### src/rtl/gfd_pkg.sv
`timescale 1ns / 1ps
// ----------------------------------------------------------------------------
// gfd_pkg
// Shared types, constants and helper functions of the GNSS frame demux.
// ----------------------------------------------------------------------------
package gfd_pkg;

  // Line buffer geometry
  localparam int unsigned BufDepth = 2048;
  localparam int unsigned AddrW    = $clog2(BufDepth);
  localparam int unsigned FillW    = AddrW + 1;
  localparam int unsigned MaxHits  = 8;
  localparam int unsigned HitW     = $clog2(MaxHits + 1);

  // Frame markers
  localparam logic [7:0]  ChDollar   = 8'h24;
  localparam logic [7:0]  ChStar     = 8'h2A;
  localparam logic [7:0]  UbxSync1   = 8'hB5;
  localparam logic [7:0]  UbxSync2   = 8'h62;
  localparam logic [7:0]  RtcmPre    = 8'hD3;
  localparam logic [15:0] RtcmLenLim = 16'd1023;
  localparam logic [23:0] Crc24Mask  = 24'hFFFFFF;
  localparam logic [24:0] Crc24Poly  = 25'h1864CFB;

  // Frame kind codes
  typedef enum logic [1:0] {
    KindNone = 2'd0,
    KindNmea = 2'd1,
    KindUbx  = 2'd2,
    KindRtcm = 2'd3
  } frame_kind_e;

  // One result word
  typedef struct packed {
    frame_kind_e      kind;
    logic [10:0]      start;
    logic [11:0]      frame_len;
    logic [11:0]      pay_len;
    logic [7:0]       msg_class;
    logic [7:0]       msg_id;
    logic [11:0]      fill;
    logic [11:0]      peak;
    logic             ovf;
    logic             last;
  } res_t;

  // Line buffer RAM access
  typedef struct packed {
    logic             we;
    logic [AddrW-1:0] waddr;
    logic [7:0]       wdata;
    logic [AddrW-1:0] raddr;
  } ram_req_t;

  // ASCII hex digit value, non-digits count as zero
  function automatic logic [3:0] hex_val(input logic [7:0] c);
    logic [3:0] v;
    v = 4'd0;
    if (c >= 8'h61 && c <= 8'h66) v = 4'(c - 8'h57);
    else if (c >= 8'h41 && c <= 8'h46) v = 4'(c - 8'h37);
    else if (c >= 8'h30 && c <= 8'h39) v = 4'(c - 8'h30);
    return v;
  endfunction

  // CRC-24Q update by one byte, MSB first
  function automatic logic [23:0] crc24_step(input logic [23:0] crc, input logic [7:0] d);
    logic [24:0] c;
    c = {1'b0, crc ^ {d, 16'h0000}};
    for (int b = 0; b < 8; b++) begin
      c = {c[23:0], 1'b0};
      if (c[24]) c = c ^ Crc24Poly;
    end
    return c[23:0] & Crc24Mask;
  endfunction

endpackage

### src/rtl/gfd_scan.sv
`timescale 1ns / 1ps
// ----------------------------------------------------------------------------
// gfd_scan
// Buffer sequencer: appends bytes to the circular line buffer and searches
// it for NMEA, UBX and RTCM3 frames, each buffer byte read as an address then a data phase.
// ----------------------------------------------------------------------------
module gfd_scan (
  input  logic              clk_i,
  input  logic              rst_ni,
  input  logic              start_i,
  input  logic [7:0]        byte_i,
  output logic              idle_o,
  output gfd_pkg::ram_req_t ram_o,
  input  logic [7:0]        ram_rdata_i,
  output logic              res_valid_o,
  input  logic              res_ready_i,
  output gfd_pkg::res_t     res_o
);
  import gfd_pkg::*;

  typedef enum logic [19:0] {
    StIdle  = 20'h00001,
    StLoop  = 20'h00002,
    StNDol  = 20'h00004,
    StNStar = 20'h00008,
    StNHi   = 20'h00010,
    StNLo   = 20'h00020,
    StUHdr  = 20'h00040,
    StUSyn  = 20'h00080,
    StUL0   = 20'h00100,
    StUL1   = 20'h00200,
    StUSum  = 20'h00400,
    StUCk   = 20'h00800,
    StRHdr  = 20'h01000,
    StRL0   = 20'h02000,
    StRL1   = 20'h04000,
    StRCrc  = 20'h08000,
    StRCk   = 20'h10000,
    StHit   = 20'h20000,
    StFin   = 20'h40000,
    StPush  = 20'h80000
  } state_e;

  state_e           state_q, state_d, nxt_q, nxt_d;
  logic             ph_q, ph_d;
  logic [AddrW-1:0] head_q, head_d;
  logic [FillW-1:0] fill_q, fill_d, peak_q, peak_d;
  logic             ovf_q, ovf_d;
  logic [HitW-1:0]  hits_q, hits_d;
  logic [FillW-1:0] ptr_q, ptr_d, ix_q, ix_d;
  logic [7:0]       acc_a_q, acc_a_d, acc_b_q, acc_b_d;
  logic [23:0]      crc_q, crc_d, tmp_q, tmp_d;
  logic [15:0]      pl_q, pl_d;
  logic [7:0]       cls_q, cls_d, id_q, id_d;
  logic             ok_q, ok_d;
  logic [1:0]       cnt_q, cnt_d;
  frame_kind_e      hkind_q, hkind_d;
  logic [FillW-1:0] hlen_q, hlen_d, hpay_q, hpay_d;
  res_t             pend_q, pend_d, out_q, out_d;
  logic             pend_v_q, pend_v_d;

  logic [FillW-1:0] rd_off, avail, fill_inc, ubx_end, rtcm_end, frame_end;
  logic [15:0]      pl_new;
  logic [7:0]       d, sum_a;
  res_t             hit_res;

  // state registers
  always_ff @(posedge clk_i or negedge rst_ni) begin
    if (!rst_ni) begin
      state_q  <= StIdle;
      nxt_q    <= StIdle;
      ph_q     <= 1'b0;
      head_q   <= '0;
      fill_q   <= '0;
      peak_q   <= '0;
      ovf_q    <= 1'b0;
      hits_q   <= '0;
      pend_v_q <= 1'b0;
    end else begin
      state_q  <= state_d;
      nxt_q    <= nxt_d;
      ph_q     <= ph_d;
      head_q   <= head_d;
      fill_q   <= fill_d;
      peak_q   <= peak_d;
      ovf_q    <= ovf_d;
      hits_q   <= hits_d;
      pend_v_q <= pend_v_d;
    end
  end

  // working registers
  always_ff @(posedge clk_i) begin
    ptr_q   <= ptr_d;
    ix_q    <= ix_d;
    acc_a_q <= acc_a_d;
    acc_b_q <= acc_b_d;
    crc_q   <= crc_d;
    tmp_q   <= tmp_d;
    pl_q    <= pl_d;
    cls_q   <= cls_d;
    id_q    <= id_d;
    ok_q    <= ok_d;
    cnt_q   <= cnt_d;
    hkind_q <= hkind_d;
    hlen_q  <= hlen_d;
    hpay_q  <= hpay_d;
    pend_q  <= pend_d;
    out_q   <= out_d;
  end

  assign d         = ram_rdata_i;
  assign avail     = fill_q - ix_q;
  assign fill_inc  = fill_q + FillW'(1);
  assign ubx_end   = ix_q + FillW'(6) + pl_q[FillW-1:0];
  assign rtcm_end  = ix_q + FillW'(3) + pl_q[FillW-1:0];
  assign frame_end = ix_q + hlen_q;
  assign sum_a     = acc_a_q + d;

  // read offset per state
  always_comb begin
    case (state_q)
      StNHi:          rd_off = ptr_q + FillW'(1);
      StNLo:          rd_off = ptr_q + FillW'(2);
      StUHdr, StRHdr: rd_off = ix_q;
      StUSyn, StRL0:  rd_off = ix_q + FillW'(1);
      StRL1:          rd_off = ix_q + FillW'(2);
      StUL0:          rd_off = ix_q + FillW'(4);
      StUL1:          rd_off = ix_q + FillW'(5);
      StUCk, StRCk:   rd_off = ptr_q + FillW'(cnt_q);
      default:        rd_off = ptr_q;
    endcase
  end

  // descriptor of the frame just found
  always_comb begin
    hit_res           = '0;
    hit_res.kind      = hkind_q;
    hit_res.start     = ix_q[AddrW-1:0];
    hit_res.frame_len = hlen_q;
    hit_res.pay_len   = hpay_q;
    hit_res.msg_class = (hkind_q == KindUbx) ? cls_q : 8'h00;
    hit_res.msg_id    = (hkind_q == KindUbx) ? id_q : 8'h00;
    hit_res.fill      = fill_q - frame_end;
    hit_res.peak      = peak_q;
    hit_res.ovf       = ovf_q;
    hit_res.last      = 1'b0;
  end

  // sequencer
  always_comb begin
    state_d  = state_q;
    nxt_d    = nxt_q;
    ph_d     = ph_q;
    head_d   = head_q;
    fill_d   = fill_q;
    peak_d   = peak_q;
    ovf_d    = ovf_q;
    hits_d   = hits_q;
    ptr_d    = ptr_q;
    ix_d     = ix_q;
    acc_a_d  = acc_a_q;
    acc_b_d  = acc_b_q;
    crc_d    = crc_q;
    tmp_d    = tmp_q;
    pl_d     = pl_q;
    cls_d    = cls_q;
    id_d     = id_q;
    ok_d     = ok_q;
    cnt_d    = cnt_q;
    hkind_d  = hkind_q;
    hlen_d   = hlen_q;
    hpay_d   = hpay_q;
    pend_d   = pend_q;
    pend_v_d = pend_v_q;
    out_d    = out_q;
    pl_new   = 16'h0000;
    ram_o       = '0;
    ram_o.raddr = head_q + rd_off[AddrW-1:0];
    ram_o.waddr = head_q + fill_q[AddrW-1:0];
    ram_o.wdata = byte_i;
    res_valid_o = 1'b0;

    unique case (state_q)
      // append the byte, clear a full buffer
      StIdle: begin
        if (start_i) begin
          ram_o.we = 1'b1;
          hits_d   = '0;
          pend_v_d = 1'b0;
          ph_d     = 1'b0;
          state_d  = StLoop;
          if (fill_inc == FillW'(BufDepth)) begin
            fill_d = '0;
            ovf_d  = 1'b1;
          end else begin
            fill_d = fill_inc;
            ovf_d  = 1'b0;
            if (fill_inc > peak_q) peak_d = fill_inc;
          end
        end
      end

      // top of one search round
      StLoop: begin
        if (fill_q == '0 || hits_q == HitW'(MaxHits)) begin
          state_d = StFin;
        end else begin
          ptr_d   = '0;
          state_d = StNDol;
        end
      end

      // NMEA: find '$'
      StNDol: begin
        if (!ph_q) begin
          if (ptr_q >= fill_q) begin
            ix_d    = '0;
            state_d = StUHdr;
          end else ph_d = 1'b1;
        end else begin
          ph_d = 1'b0;
          if (d == 8'h00) begin
            ix_d    = '0;
            state_d = StUHdr;
          end else if (d == ChDollar) begin
            ix_d    = ptr_q;
            acc_a_d = 8'h00;
            ptr_d   = ptr_q + FillW'(1);
            state_d = StNStar;
          end else ptr_d = ptr_q + FillW'(1);
        end
      end

      // NMEA: find '*', xor the text
      StNStar: begin
        if (!ph_q) begin
          if (ptr_q >= fill_q) begin
            ix_d    = '0;
            state_d = StUHdr;
          end else ph_d = 1'b1;
        end else begin
          ph_d = 1'b0;
          if (d == 8'h00) begin
            ix_d    = '0;
            state_d = StUHdr;
          end else if (d == ChStar) begin
            if (ptr_q + FillW'(3) > fill_q) begin
              ix_d    = '0;
              state_d = StUHdr;
            end else state_d = StNHi;
          end else begin
            acc_a_d = acc_a_q ^ d;
            ptr_d   = ptr_q + FillW'(1);
          end
        end
      end

      // NMEA: checksum digits
      StNHi: begin
        ph_d = ~ph_q;
        if (ph_q) begin
          tmp_d[3:0] = hex_val(d);
          state_d    = StNLo;
        end
      end

      StNLo: begin
        ph_d = ~ph_q;
        if (ph_q) begin
          if ({tmp_q[3:0], hex_val(d)} == acc_a_q) begin
            hkind_d = KindNmea;
            hlen_d  = ptr_q - ix_q + FillW'(3);
            hpay_d  = ptr_q - ix_q - FillW'(1);
            state_d = StHit;
          end else begin
            ix_d    = '0;
            state_d = StUHdr;
          end
        end
      end

      // UBX: sync bytes
      StUHdr: begin
        if (!ph_q) begin
          if (avail <= FillW'(8)) begin
            ix_d    = '0;
            state_d = StRHdr;
          end else ph_d = 1'b1;
        end else begin
          ph_d = 1'b0;
          if (d == UbxSync1) state_d = StUSyn;
          else ix_d = ix_q + FillW'(1);
        end
      end

      StUSyn: begin
        ph_d = ~ph_q;
        if (ph_q) begin
          if (d == UbxSync2) state_d = StUL0;
          else begin
            ix_d    = ix_q + FillW'(1);
            state_d = StUHdr;
          end
        end
      end

      // UBX: length field
      StUL0: begin
        ph_d = ~ph_q;
        if (ph_q) begin
          pl_d[7:0] = d;
          state_d   = StUL1;
        end
      end

      StUL1: begin
        ph_d = ~ph_q;
        if (ph_q) begin
          pl_new = {d, pl_q[7:0]};
          pl_d   = pl_new;
          if ({5'b0, avail} < {1'b0, pl_new} + 17'd8) begin
            ix_d    = '0;
            state_d = StRHdr;
          end else begin
            ptr_d   = ix_q + FillW'(2);
            acc_a_d = 8'h00;
            acc_b_d = 8'h00;
            state_d = StUSum;
          end
        end
      end

      // UBX: Fletcher sum over class..payload
      StUSum: begin
        if (!ph_q) begin
          if (ptr_q == ubx_end) begin
            cnt_d   = 2'd0;
            state_d = StUCk;
          end else ph_d = 1'b1;
        end else begin
          ph_d    = 1'b0;
          acc_a_d = sum_a;
          acc_b_d = acc_b_q + sum_a;
          if (ptr_q == ix_q + FillW'(2)) cls_d = d;
          if (ptr_q == ix_q + FillW'(3)) id_d = d;
          ptr_d = ptr_q + FillW'(1);
        end
      end

      StUCk: begin
        ph_d = ~ph_q;
        if (ph_q) begin
          if (cnt_q == 2'd0) begin
            ok_d  = (d == acc_a_q);
            cnt_d = 2'd1;
          end else if (ok_q && d == acc_b_q) begin
            hkind_d = KindUbx;
            hlen_d  = pl_q[FillW-1:0] + FillW'(8);
            hpay_d  = pl_q[FillW-1:0];
            state_d = StHit;
          end else begin
            ix_d    = ix_q + FillW'(1);
            state_d = StUHdr;
          end
        end
      end

      // RTCM3: preamble
      StRHdr: begin
        if (!ph_q) begin
          if (avail <= FillW'(6)) state_d = StFin;
          else ph_d = 1'b1;
        end else begin
          ph_d = 1'b0;
          if (d == RtcmPre) state_d = StRL0;
          else ix_d = ix_q + FillW'(1);
        end
      end

      StRL0: begin
        ph_d = ~ph_q;
        if (ph_q) begin
          pl_d[15:8] = d;
          state_d    = StRL1;
        end
      end

      StRL1: begin
        ph_d = ~ph_q;
        if (ph_q) begin
          pl_new = {pl_q[15:8], d};
          pl_d   = pl_new;
          if (pl_new == 16'h0000 || pl_new >= RtcmLenLim) begin
            ix_d    = ix_q + FillW'(1);
            state_d = StRHdr;
          end else if ({4'b0, avail} < pl_new + 16'd6) begin
            state_d = StFin;
          end else begin
            ptr_d   = ix_q;
            crc_d   = 24'h000000;
            state_d = StRCrc;
          end
        end
      end

      // RTCM3: CRC-24Q over header and payload
      StRCrc: begin
        if (!ph_q) begin
          if (ptr_q == rtcm_end) begin
            cnt_d   = 2'd0;
            tmp_d   = 24'h000000;
            state_d = StRCk;
          end else ph_d = 1'b1;
        end else begin
          ph_d  = 1'b0;
          crc_d = crc24_step(crc_q, d);
          ptr_d = ptr_q + FillW'(1);
        end
      end

      StRCk: begin
        ph_d = ~ph_q;
        if (ph_q) begin
          tmp_d = {tmp_q[15:0], d};
          cnt_d = cnt_q + 2'd1;
          if (cnt_q == 2'd2) begin
            if ({tmp_q[15:0], d} == crc_q) begin
              hkind_d = KindRtcm;
              hlen_d  = pl_q[FillW-1:0] + FillW'(6);
              hpay_d  = pl_q[FillW-1:0];
              state_d = StHit;
            end else begin
              ix_d    = ix_q + FillW'(1);
              state_d = StRHdr;
            end
          end
        end
      end

      // drop the frame, hold its descriptor until the next one is known
      StHit: begin
        head_d   = head_q + frame_end[AddrW-1:0];
        fill_d   = fill_q - frame_end;
        hits_d   = hits_q + HitW'(1);
        pend_d   = hit_res;
        pend_v_d = 1'b1;
        if (pend_v_q) begin
          out_d   = pend_q;
          nxt_d   = StLoop;
          state_d = StPush;
        end else state_d = StLoop;
      end

      // final word of this byte
      StFin: begin
        if (pend_v_q) begin
          out_d      = pend_q;
          out_d.last = 1'b1;
        end else begin
          out_d      = '0;
          out_d.kind = KindNone;
          out_d.fill = fill_q;
          out_d.peak = peak_q;
          out_d.ovf  = ovf_q;
          out_d.last = 1'b1;
        end
        pend_v_d = 1'b0;
        nxt_d    = StIdle;
        state_d  = StPush;
      end

      // hand a word to the output register
      StPush: begin
        res_valid_o = 1'b1;
        if (res_ready_i) state_d = nxt_q;
      end

      default: state_d = StIdle;
    endcase
  end

  assign idle_o = (state_q == StIdle);
  assign res_o  = out_q;

endmodule

### config.mk
export PLATFORM = sky130hd
export DESIGN_NAME = gfd_scan
export DESIGN_NICKNAME = d
export VERILOG_FILES = /design/src/rtl/gfd_pkg.sv /design/src/rtl/gfd_scan.sv
export SDC_FILE = /design/constraint.sdc
export NUM_CORES = 1
export LEC_CHECK = 0
export ABC_AREA = 1
export BUFFER_PORTS_ARGS = -buffer_cell sky130_fd_sc_hd__buf_4
export CAP_MARGIN = 20
export CORE_MARGIN = 1
export CORE_UTILIZATION = 45
export DETAILED_ROUTE_END_ITERATION = 10
export SLEW_MARGIN = 20
export SYNTH_ARGS = -nofsm -noshare
export SYNTH_HDL_FRONTEND = slang
export SYNTH_SLANG_ARGS = --single-unit
export TNS_END_PERCENT = 30
### constraint.sdc
create_clock -name clk_i -period 9.4 [get_ports clk_i]
set_input_delay 0.94 -clock clk_i [delete_from_list [all_inputs] [get_ports clk_i]]
set_output_delay 0.94 -clock clk_i [all_outputs]
set_load 0.05 [all_outputs]
# Word level (Yosys, flattened, before mapping)
# Cells that the tools add are included.
# op_classes
addsub	33
n_lt_le_gt_ge	14
eq_ne	88
muxes	199
bitwise_logic	14
reduce_logical	52
# ops
operator	count
$mux 12	57
$mux 20	33
$mux 24	26
$pmux 20 s20	1
$mux 79	2
$pmux 79 s2	1
$pmux 12 s10	1
$not 13->13	8
$mux 8	12
$pmux 11 s8	1
$ne 2x2->1 const B	42
$pmux 12 s3	2
$pmux 12 s6	1
$mux 16	4
$mux 18	3
$add 12x2->12 const B	4
$eq 12x12->1	4
$pmux 12 s2	2
$pmux 24 s2	1
$pmux 8 s3	2
$pmux 20 s2	1
$mux 19	2
$add 12x1->12 const B	3
$add 12x12->12	3
98 further kinds	184
# totals
regBits	380
input_bits	20
output_inout_bits	112
elab_cells	444

# Logic depth before layout (Yosys ltp)
# logic_depth
word_depth	33
mapped_depth	28

# Least setup slack after synthesis
# OpenSTA, ideal clock, no wires.
# synth_path
kind	register -> output
startpoint	register state_q[0]
endpoint	output port ram_o[9] in the netlist's numbering
t_arrival_ps	4060
required_ps	8460
path_slack_ps	4400
path_stages_with_launch	26
n_path_buf	3
cell_sequence	dfstp_2 > nor2_2 > nand2_2 > nor2_2 > buf_6 > nand2_4 > inv_2 > nand2_1 > buf_4 > nand2_1 > nor4_2 > nand4_2 > buf_2 > nor2_1 > a31oi_1 > ha_1 > a21oi_1 > nand2_1 > a21oi_1 > inv_1 > a21oi_1 > o21ai_0 > a21oi_1 > nor2_1 > nor2_1 > xor2_1
# synth_rtl
element	line	rtl
start: declaration	gfd_scan.sv:44	state_e state_q, state_d, nxt_q, nxt_d;
start signal: assignment	gfd_scan.sv:70	state_q <= StIdle;
start signal: assignment	gfd_scan.sv:80	state_q <= state_d;
end: declaration	gfd_scan.sv:13	output gfd_pkg::ram_req_t ram_o,

==> run_results.csv <==
group,metric,value,unit
placement,instance_area_after_placement,28600,um2
clock_network,cts_htree_levels,2,
pwr,static-leakage-power,13.4,nW
synthesis,syn_inst,3258,
die,floorplan.rows,89,
synthesis,synth-seq-cells,362,
die,die_height,247,um
timing,postLayoutSetupSlackWorst,2.68,ns
routing,vias_per_cell,5.69,
synthesis,synthesized_area_per_cell,8.29,um2
die,core,59100,um2
synthesis,syn_area,27000,um2
routing,final_antenna_net_count,0,
timing,clock-skew-final,0.0225,ns
timing,finalCritPeriodShare,71.5,%
pwr,seq_power_share,29.4,%
routing,via_count,23700,
clock_network,cts-root-buf,"clkbuf_16",
run_status,outcome,"complete, but fails checks",
layout,fill_cells,5691,
worst_setup_path,crit_fanout,38,
timing,final_critical_delay_including_setup_and_external_delays,6.72,ns
placement,pre_cts_ws,3.33,ns
run,drv_cap,0,
clock_network,clkSlewWorstSetupHoldPaths,0.06,ns
worst_setup_path,setup.reg_to_reg.worst_slack,3.96,ns
die,die-area,61000,um2
timing,fin_worst_hold_slack,0.421,ns
routing,detail_route.first_pass.iterations,9,
worst_setup_path,worst-setup-path-type,"flip-flop to output pin",
layout,final_cells,4161,
layout,fin_util,50.6,%
placement,inst_count_dp,4080,
synthesis,yosys.cell_types.count,65,
pwr,cellInternalPower,3.87,mW
worst_setup_path,required_time_at_the_worst_slack_endpoint,8.46,ns
synthesis,synth_sequential_area_ratio,39.1,%
routing,detail_route.drc_violations,26,
clock_network,tritoncts,"built",
run_status,violations_in_the_final_reports,"DRC",
worst_setup_path,crit_path_end_kind,"output pin",
worst_setup_path,worstPathArrival,5.78,ns
timing,count_of_pins_over_their_slew_limit,0,
timing,fmax,149,MHz
clock_network,cts_hold_buffers,0,
die,die_x_extent,247,um
routing,drt-total-wl,92000,um
synthesis,ys_dominant_reg_cell,"edfxtp_1",
layout,layout.cells.most_common,"nand2_1",
pwr,combPwrFrac,47.1,%
min_path,hp-class,"flip-flop to flip-flop",
placement,gpl.final_weighted_congestion,1.00,
layout,finalInstanceArea,29900,um2
grt,gr-total-overflow,0,
die,io_pins,132,
clock_network,clock_insertion_delay_worst_skew,0.58,ns
grt,grt_usage,30.0,%
clock_network,postCtsSetupRepairBufs,0,
routing,wire_per_inst,22.1,um
layout,area.growth.synth_to_final,10.8,%
pwr,power_switching,3.14,mW
timing,setup_viol,0,
placement,number_of_i_o_port_buffers,115,
synthesis,post_synth_net_total,3499,
routing,initialDrtViolationCount,2096,
timing,rsz0062_at_grt,"no",
synthesis,postSynth.asyncResetShare,17.7,%
pwr,share_clk_of_total_power,23.4,%
layout,most_frequent_cells_in_the_layout,"nand2_1, inv_1, nor2_1",
grt,first_global_vias,22800,
worst_setup_path,crit_start_category,"flip-flop",
clock_network,max-clock-path-buffers,3,
timing,fin_setup_tns,0,ns
grt,grt_start_max_net_pins,96,
synthesis,yosysWarningCount,0,
grt,grt_antenna_before_repair,0,
layout,final_net_count,3594,
layout,diodes,0,
layout,fraction_of_layout_cells_with_a_size_suffix_above_1,10.1,%
clock_network,numCtsBuffers,43,
timing,worst_max_slew_pin_slew,1.00,ns
synthesis,synth-edff-count,298,
pwr,sw_frac_of_total,44.8,%
die,starting_utilization_of_the_core_area,45.7,%
grt,grt_first_pass_wirelength,138000,um
clock_network,cts_repair_resize_count,0,
clock_network,total_clock_sinks,362,
pwr,pwr_density_cell,234,nW/um2
timing,timing.final.hold_violations,0,
pwr,worst_ir_drop_vdd,0.000134,V
pwr,total_power,7.01,mW
timing,maxSlewHeadroom,33.0,%
placement,dp.final_hpwl,70500,um
-- metal layers --
metal	up-vias	routed length (um)	part of all wire (%)	track usage [%]
met2	1004	42200	46	48.4
met1	11300	39500	43	40.3
met4	0	3690	4.0	11.7
met5	-	0	0	0
li1	11100	-	-	-
met3	215	6480	7.0	4.58
-- worst paths after layout --
| path | from | endpoint | cells past startpoint |
|---|---|---|---|
| max | state_q[0] | ram_o[10] | 24 |
| min | hpay_q[6] | pend_q[48] | 0 |
| max reg2reg | ix_q[1] | tmp_q[1] | 22 |
| min reg2reg | hpay_q[6] | pend_q[48] | 0 |
| max in group asynchronous | rst_ni | peak_q[5] | 1 |
| min in group asynchronous | rst_ni | ph_q | 1 |
-- Yosys cell counts (5+ instances only) --
cell | count | area [um2]
fa_1 | 12 | 240
nand4_1 | 57 | 357
clkinv_1 | 9 | 33.8
edfxtp_1 | 298 | 8950
o21bai_1 | 15 | 113
nor4_1 | 21 | 131
nand2_1 | 566 | 2120
nor2_1 | 366 | 1370
buf_4 | 18 | 135
a31oi_1 | 21 | 131
a22oi_1 | 9 | 67.6
nand3_1 | 169 | 846
clkbuf_1 | 28 | 105
o21ai_1 | 10 | 50.1
nand3_2 | 9 | 90.1
nor2_2 | 19 | 119
ha_1 | 209 | 2620
xor2_1 | 197 | 1730
nand2_2 | 27 | 169
or2_2 | 18 | 113
and2_1 | 5 | 31.3
xnor2_1 | 57 | 499
o211ai_1 | 12 | 90.1
o221ai_1 | 26 | 228
nor3_1 | 35 | 175
buf_6 | 8 | 90.1
and3_1 | 5 | 31.3
o21ai_0 | 151 | 756
a221oi_1 | 16 | 140
nand3b_1 | 5 | 37.5
dfrtp_1 | 62 | 1550
buf_2 | 34 | 170
o21a_1 | 17 | 128
o31ai_1 | 6 | 45.0
a21oi_1 | 178 | 891
inv_2 | 19 | 71.3
inv_1 | 446 | 1670
o22ai_1 | 32 | 200
nand2_4 | 11 | 124
-- layout make-up --
cell class / instances / area [um2] / share of cell area (%)
tap: 773 / 967 / 3.23
clock inverter: 20 / 146 / 0.489
multi-input combinational: 2330 / 14200 / 47.4
timing repair buffer: 141 / 1070 / 3.56
sequential: 362 / 10600 / 35.2
clock buffer: 60 / 1220 / 4.08
inverter: 475 / 1790 / 5.97
-- state kept, by name (all words and copies together) (netlist names), 4 cells and up --
name     cells
res_o       79
acc_a_q      8
cls_q        8
hits_q       4
state_q     20
head_q      11
pend_q      78
ix_q        12
tmp_q       16
id_q         8
hpay_q      12
fill_q      12
hlen_q      12
ptr_q       12
peak_q      12
crc_q       24
pl_q        16
acc_b_q      8
-- critical path: stages, from the launching register on --
cell	delay, ns
dfstp_2	0.56
nor2_2	0.05
nand2_2	0.12
nor2_2	0.13
nand2_4	0.15
inv_2	0.04
nand2_1	0.05
buf_4	0.42
nand2_1	0.55
nor4_2	0.35
nand4_2	0.40
a31oi_1	0.38
inv_1	0.09
fa_1	0.43
o21ai_0	0.30
a21oi_1	0.11
inv_1	0.07
a21oi_1	0.08
o21ai_0	0.28
a21oi_1	0.11
nor2_1	0.14
nor2_1	0.06
nand3_1	0.07
nand2_1	0.06
buf_4	0.19
-- power groups by stage --
stage          Sequential, mW  Combinational (mW)  Clock [mW]
2_1_floorplan            2.00                2.31           0
3_3_place_gp             2.09                3.19           0
3_5_place_dp             2.09                3.23           0
4_1_cts                  2.06                3.26        1.67
5_1_grt                  2.07                3.63        1.73
6_report                 2.06                3.30        1.64
-- kinds of logic (layout without fill, tap and decap cells) --
kind of cell | count (synthesis) | count (layout) | share of synthesized area, %
fa+ha+maj | 221 | 221 | 10.6
flops | 362 | 362 | 39.1
compound gates | 519 | 519 | 11.3
simple gates | 1331 | 1331 | 22.0
xor+xnor | 256 | 256 | 8.40
mux | 3 | 3 | 0.125
buf+inv | 566 | 696 | 8.50
Power figures use the tool's default switching activity.
